### config.mk
export PLATFORM = sky130hd
export DESIGN_NAME = per_stream_sequence_gap_checker_unit
export DESIGN_NICKNAME = d
export VERILOG_FILES = /design/src/rtl/psgc_pkg.sv /design/src/rtl/per_stream_sequence_gap_checker_unit.sv /design/src/rtl/psgc_cell.sv
export SDC_FILE = /design/constraint.sdc
export NUM_CORES = 2
export LEC_CHECK = 0
export BUFFER_PORTS_ARGS = -buffer_cell sky130_fd_sc_hd__buf_2
export CORE_UTILIZATION = 60
export DETAILED_ROUTE_END_ITERATION = 10
export GPL_TIMING_DRIVEN = 0
export PLACE_DENSITY_LB_ADDON = 0.2
export SYNTH_ARGS = -nofsm -noshare
export SYNTH_HDL_FRONTEND = slang
export SYNTH_SLANG_ARGS = --single-unit
### constraint.sdc
create_clock -name clk -period 44.5 [get_ports clk]
set_input_delay 0 -clock clk [delete_from_list [all_inputs] [get_ports clk]]
set_output_delay 0 -clock clk [all_outputs]
set_load 0.05 [all_outputs]
### src/rtl/psgc_pkg.sv
// Shared types and constants for the per-stream sequence gap checker.
// Used by psgc_cell and per_stream_sequence_gap_checker_unit.
`default_nettype none

package psgc_pkg;

    // Field widths
    localparam int CODE_W   = 64;
    localparam int COUNT_W  = 4;
    localparam int STATUS_W = 3;

    // Default table depth
    localparam int MAX_STREAMS_DEF = 16;

    // Count increment, wraps mod 16
    localparam logic [COUNT_W-1:0] COUNT_ONE = COUNT_W'(1);

    // Result status codes
    localparam logic [STATUS_W-1:0] ST_IN_ORDER = 3'd0;
    localparam logic [STATUS_W-1:0] ST_NEW      = 3'd1;
    localparam logic [STATUS_W-1:0] ST_MISSED   = 3'd2;
    localparam logic [STATUS_W-1:0] ST_INVALID  = 3'd3;
    localparam logic [STATUS_W-1:0] ST_FULL     = 3'd4;

    // One header moving down the cell chain, with its result so far
    typedef struct packed {
        logic [CODE_W-1:0]   code;
        logic [COUNT_W-1:0]  count;
        logic                done;
        logic [STATUS_W-1:0] status;
        logic [COUNT_W-1:0]  exp;
    } item_t;

endpackage

`default_nettype wire

### src/rtl/per_stream_sequence_gap_checker_unit.sv
// Top level of the per-stream sequence gap checker: a chain of psgc_cell entries.
// Depends on psgc_pkg and psgc_cell.
//
//  Channel  Signals                                       Direction
//  item     item_valid, item_stall, stream_code,          in
//           seq_count, header_ok
//  result   result_valid, result_stall, status,           out
//           expected_count, accepted
//
// One header enters per cycle unless a held result stalls the chain.
// Each header passes through every cell; each cell is one stage and one table entry.
// The whole chain moves together; a stalled result holds every stage and stalls the input.
// Reset clears the valid bits of all stages and the used flags of all entries at once.
`default_nettype none

module per_stream_sequence_gap_checker_unit #(
    parameter int MAX_STREAMS = psgc_pkg::MAX_STREAMS_DEF
) (
    input  wire logic                          clk,
    input  wire logic                          rst_n,
    input  wire logic                          item_valid,
    output logic                               item_stall,
    input  wire logic [psgc_pkg::CODE_W-1:0]   stream_code,
    input  wire logic [psgc_pkg::COUNT_W-1:0]  seq_count,
    input  wire logic                          header_ok,
    output logic                               result_valid,
    input  wire logic                          result_stall,
    output logic [psgc_pkg::STATUS_W-1:0]      status,
    output logic [psgc_pkg::COUNT_W-1:0]       expected_count,
    output logic                               accepted
);
    import psgc_pkg::*;

    localparam logic [MAX_STREAMS-1:0] USED_ONE = MAX_STREAMS'(1);

    logic                   advance;
    logic [MAX_STREAMS:0]   chain_valid;
    item_t                  chain_item [0:MAX_STREAMS];
    logic [MAX_STREAMS-1:0] used_vec;

    // Chain moves unless the result at the tail is held
    assign advance    = !(result_valid && result_stall);
    assign item_stall = !advance;

    // Item entry: invalid headers are settled here, others default to table full
    assign chain_valid[0]       = item_valid;
    assign chain_item[0].code   = stream_code;
    assign chain_item[0].count  = seq_count;
    assign chain_item[0].done   = !header_ok;
    assign chain_item[0].status = header_ok ? ST_FULL : ST_INVALID;
    assign chain_item[0].exp    = header_ok ? seq_count : '0;

    // Row of entry cells
    for (genvar i = 0; i < MAX_STREAMS; i++)
    begin : g_cell
        psgc_cell u_cell (
            .clk        (clk),
            .rst_n      (rst_n),
            .advance    (advance),
            .prev_valid (chain_valid[i]),
            .prev_item  (chain_item[i]),
            .next_valid (chain_valid[i+1]),
            .next_item  (chain_item[i+1]),
            .used       (used_vec[i])
        );
    end

    // Tail stage is the result register
    assign result_valid   = chain_valid[MAX_STREAMS];
    assign status         = chain_item[MAX_STREAMS].status;
    assign expected_count = chain_item[MAX_STREAMS].exp;
    assign accepted       = (chain_item[MAX_STREAMS].status != ST_INVALID);

    // Entries fill from index zero and are never freed
    a_used_prefix: assert property (@(posedge clk) disable iff (!rst_n)
        ((used_vec + USED_ONE) & used_vec) == '0)
        else $error("used entries are not a prefix");

    // At most one entry is claimed per cycle
    a_one_claim: assert property (@(posedge clk) disable iff (!rst_n)
        1'b1 |=> $countones(used_vec) <= $countones($past(used_vec)) + 1)
        else $error("more than one entry claimed in a cycle");

    // A held result freezes the table
    a_stall_freeze: assert property (@(posedge clk) disable iff (!rst_n)
        (result_valid && result_stall) |=> $stable(used_vec))
        else $error("table changed while result held");

    // Rejected headers come out only with the invalid status
    a_accept_match: assert property (@(posedge clk) disable iff (!rst_n)
        result_valid |-> (accepted == (status != ST_INVALID)))
        else $error("accepted flag does not match status");

endmodule

`default_nettype wire

### src/rtl/psgc_cell.sv
// One table entry of the gap checker plus one pipeline stage of the chain.
// Depends on psgc_pkg for item_t and the status codes.
`default_nettype none

module psgc_cell (
    input  wire logic           clk,
    input  wire logic           rst_n,
    input  wire logic           advance,
    input  wire logic           prev_valid,
    input  wire psgc_pkg::item_t prev_item,
    output logic                next_valid,
    output psgc_pkg::item_t     next_item,
    output logic                used
);
    import psgc_pkg::*;

    logic               used_reg;
    logic [CODE_W-1:0]  key_reg;
    logic [COUNT_W-1:0] nexp_reg;
    logic               valid_reg;
    item_t              item_reg;
    item_t              item_next;
    logic               take;
    logic               hit;
    logic               claim;

    // Match against this entry; a free entry is the first free one (used is a prefix)
    assign take  = prev_valid && !prev_item.done;
    assign hit   = take && used_reg && (key_reg == prev_item.code);
    assign claim = take && !used_reg;

    // Result update for the passing item
    always_comb
    begin
        item_next = prev_item;
        if (hit)
        begin
            item_next.done   = 1'b1;
            item_next.exp    = nexp_reg;
            item_next.status = (nexp_reg == prev_item.count) ? ST_IN_ORDER : ST_MISSED;
        end
        else if (claim)
        begin
            item_next.done   = 1'b1;
            item_next.exp    = prev_item.count;
            item_next.status = ST_NEW;
        end
    end

    // Entry state and stage valid: used flag and valid bit cleared at reset
    always_ff @(posedge clk or negedge rst_n)
    begin
        if (!rst_n)
        begin
            used_reg  <= 1'b0;
            valid_reg <= 1'b0;
        end
        else if (advance)
        begin
            valid_reg <= prev_valid;
            if (claim)
            begin
                used_reg <= 1'b1;
            end
        end
    end

    // Entry payload and stage payload, no reset
    always_ff @(posedge clk)
    begin
        if (advance)
        begin
            item_reg <= item_next;
            if (claim)
            begin
                key_reg <= prev_item.code;
            end
            if (hit || claim)
            begin
                nexp_reg <= prev_item.count + COUNT_ONE;
            end
        end
    end

    assign next_valid = valid_reg;
    assign next_item  = item_reg;
    assign used       = used_reg;

endmodule

`default_nettype wire

==> run_results.csv <==
group,metric,value,unit
synth,yosysWarnings,0,
routing,first_iter_violations,2433,
global_routing,antenna_found_initial,0,
run,maxCapViolCount,0,
placed_design,place.gp.congestion,0.903,
finish,fin_util,0.690,
finish,n_fill_cell,8417,
placed_design,portBuffers,81,
power,p_per_area,65.5,mW/mm^2
placed_design,pre_cts_ws,40.47,ns
synth,yosysUniqueCellTypes,35,
min_path,hold_class,"input pin to flop",
finish,post_layout_nonfiller_instances,6659,
global_routing,gr-max-usage-layer,"met2",
global_routing,grt_use_met3,0.0325,
cts,hold_buffers,143,
cts,cts_tree,"yes",
global_routing,grt_pass1_vias,38000,
routing,detail_route.first_pass.iterations,5,
global_routing,track_usage,0.225,
critical_path,required,44.97,ns
die,die_h,374,um
routing,drc,0,
timing,worstMarginPinSlew,1.36,ns
power,irDropWorstVdd,0.0000408,V
timing,rsz0062_at_grt,"false",
cts,h-tree-depth,4,
synth,seq_area_frac_synth,0.816,
timing,hold_viol,0,
die,start_util,0.605,
routing,wirelength,155000,um
placed_design,placedCellCount,6130,
placed_design,dp_hpwl,109000,um
timing,slew_headroom,0.0820,
synth,synth_nets,4308,
routing,antenna_left,0,
cts,cts-root-buf,"clkbuf_16",
critical_path,cp.arrival,4.58,ns
synth,syn_area,0.0832,mm^2
cts,clkSinkCount,2267,
timing,max_freq,0.243,GHz
die,coreArea,0.137,mm^2
global_routing,grt_use_met1,0.234,
power,seq_power_share,0.605,
finish,final_nets,4782,
global_routing,grtUsageMet2,0.437,
synth,synthTopCellsByArea,"edfxtp_1 81%, xor2_1 6.2%, xnor2_1 5.4%",
critical_path,cp-end-kind,"flop",
routing,wire_per_inst,23.3,um
critical_path,critical_path.max_fanout,9,
power,intPower,4.53,mW
finish,diodes,0,
die,num_rows,136,
power,p_switching,1.69,mW
finish,largest_reg_flops,1147,
timing,min_period,4.11,ns
global_routing,grt_pass1_wl,233000,um
die,die_area,0.140,mm^2
power,clkPwrFrac,0.279,
cts,cts_buffers,212,
cts,clock_latency,0.83,ns
finish,area_growth,14.1,%
cts,clk_pin_slew,0.07,ns
timing,final.setup.tns,0,ns
routing,viasPerCell,5.46,
routing,vias,36400,
critical_path,start_kind,"flop",
synth,synth_cells,4219,
power,p_leak,32.0,nW
die,ios,83,
global_routing,overflow,0,
global_routing,grt_max_degree,74,
cts,cts_buffer_depth,3,
timing,skew,0.0286,ns
power,combPwrFrac,0.115,
power,total_power,6.21,mW
timing,setup_viol,0,
timing,setup_ws,40.39,ns
die,die_w,374,um
synth,synth_area_leader_cell,"edfxtp_1",
timing,period_share,0.0924,
synth,ys_seq_elements,2267,
synth,synth_top_area_frac,0.807,
cts,post_cts_buffers,0,
finish,drive_above_1_share,0.117,
synth,synth_area_per_cell,19.7,um^2
power,switching_share,0.271,
cts,cts_resized,0,
critical_path,crit_type,"flop to flop",
outcome,outcome,"finished, final reports clean",
timing,drv_slew,0,
through the flow:
| step | hold slack, ns | area (um^2) |
|---|---|---|
| 2_1_floorplan | -0.296 | 83200 |
| 3_3_place_gp | 0.136 | 85900 |
| 3_5_place_dp | 0.175 | 86800 |
| 4_1_cts | 0.00270 | 94900 |
| 5_1_grt | 0.0586 | 94900 |
| 6_report | 0.0753 | 94900 |
power groups by stage:
stage	combinational (mW)	clock (mW)	sequential [mW]
2_1_floorplan	0.519	0	3.87
3_3_place_gp	0.665	0	4.26
3_5_place_dp	0.709	0	3.83
4_1_cts	0.729	1.76	3.78
5_1_grt	0.784	1.84	3.83
6_report	0.717	1.73	3.76
layer usage:
metal  vias to the layer above  wire length [um]
met1                     18300             54300
met5                         -                 0
li1                      17100                 -
met3                       311              4330
met2                       661             89200
met4                         0              7570
cell type report:
type	count	area (um^2)	share of cell area
Sequential cell	2267	67900	0.716
Multi-Input combinational cell	1869	15100	0.159
Clock buffer	269	5560	0.0586
Timing Repair Buffer	260	2690	0.0283
Tap cell	1794	2240	0.0237
Clock inverter	117	1080	0.0114
Inverter	53	199	0.00210
Buffer	30	155	0.00163
worst max-delay path: stages, from the launching register on:
cell	delay, ns
edfxtp_1	0.52
xor2_1	0.21
nor4_1	1.12
nand4_1	0.24
nor4_1	0.50
nand3_1	0.62
a21oi_1	0.54
path summary, 6_finish.rpt:
| path | slack (ns) | startpoint | cells after the start | to |
|---|---|---|---|---|
| max | 40.39 | g_cell[4].u_cell.next_item[58]$_DFFE_PN_ | 6 | g_cell[5].u_cell.nexp_reg[2]$_DFFE_PP_ |
| min | 0.08 | seq_count[1] | 3 | g_cell[0].u_cell.nexp_reg[1]$_DFFE_PP_ |
| max reg2reg | 40.39 | g_cell[4].u_cell.next_item[58]$_DFFE_PN_ | 6 | g_cell[5].u_cell.nexp_reg[2]$_DFFE_PP_ |
| min reg2reg | 0.47 | g_cell[14].u_cell.next_item[62]$_DFFE_PN_ | 0 | g_cell[15].u_cell.key_reg[50]$_DFFE_PP_ |
| max in group asynchronous | 43.99 | rst_n | 4 | g_cell[13].u_cell.used$_DFFE_PN0P_ |
| min in group asynchronous | 0.29 | rst_n | 4 | g_cell[6].u_cell.used$_DFFE_PN0P_ |
cells in the final DEF, fill, tap and decap left out, types with 34 or more instances in the layout:
cell type / synthesis / layout
edfxtp_1: 2235 / 2235
xor2_1: 590 / 590
xnor2_1: 513 / 513
clkbuf_16: 0 / 213
nor4_1: 176 / 175
nand4_1: 143 / 143
dlygate4sd3_1: 0 / 142
mux2_2: 105 / 105
nand2_1: 81 / 81
buf_2: 0 / 81
clkbuf_1: 20 / 72
inv_1: 53 / 53
nand3_1: 48 / 48
clkinv_1: 0 / 47
clkinv_2: 0 / 34
synthesized netlist by cell type:
cell type	n
buf_4	8
nor3_1	16
xor2_1	590
nand2b_1	2
inv_1	53
nand4b_1	15
ha_1	16
nor2_1	17
o22ai_1	6
xnor2_1	513
clkbuf_1	20
nand3b_1	16
o21ai_1	1
dfrtp_1	32
or3b_2	15
nor4_1	176
edfxtp_1	2235
nand4_1	143
and3_1	15
mux2i_1	19
o21ai_0	15
mux2_2	105
a21oi_1	16
a2111oi_2	1
nand2_1	81
or4_4	1
buf_1	1
nand3_1	48
a221oi_1	3
buf_6	1
nor2b_1	1
a21boi_0	15
a22o_1	3
or2_2	16
o2bb2ai_1	4
logic make-up after synthesis:
family | count (synthesis) | share of synthesized area
fa+ha+maj | 16 | 0.00241
xor+xnor | 1103 | 0.116
simple gates | 562 | 0.0396
compound gates | 64 | 0.00496
flops | 2267 | 0.816
mux | 124 | 0.0165
buf+inv | 83 | 0.00420
Note: power is estimated with default switching activity, not from simulation.
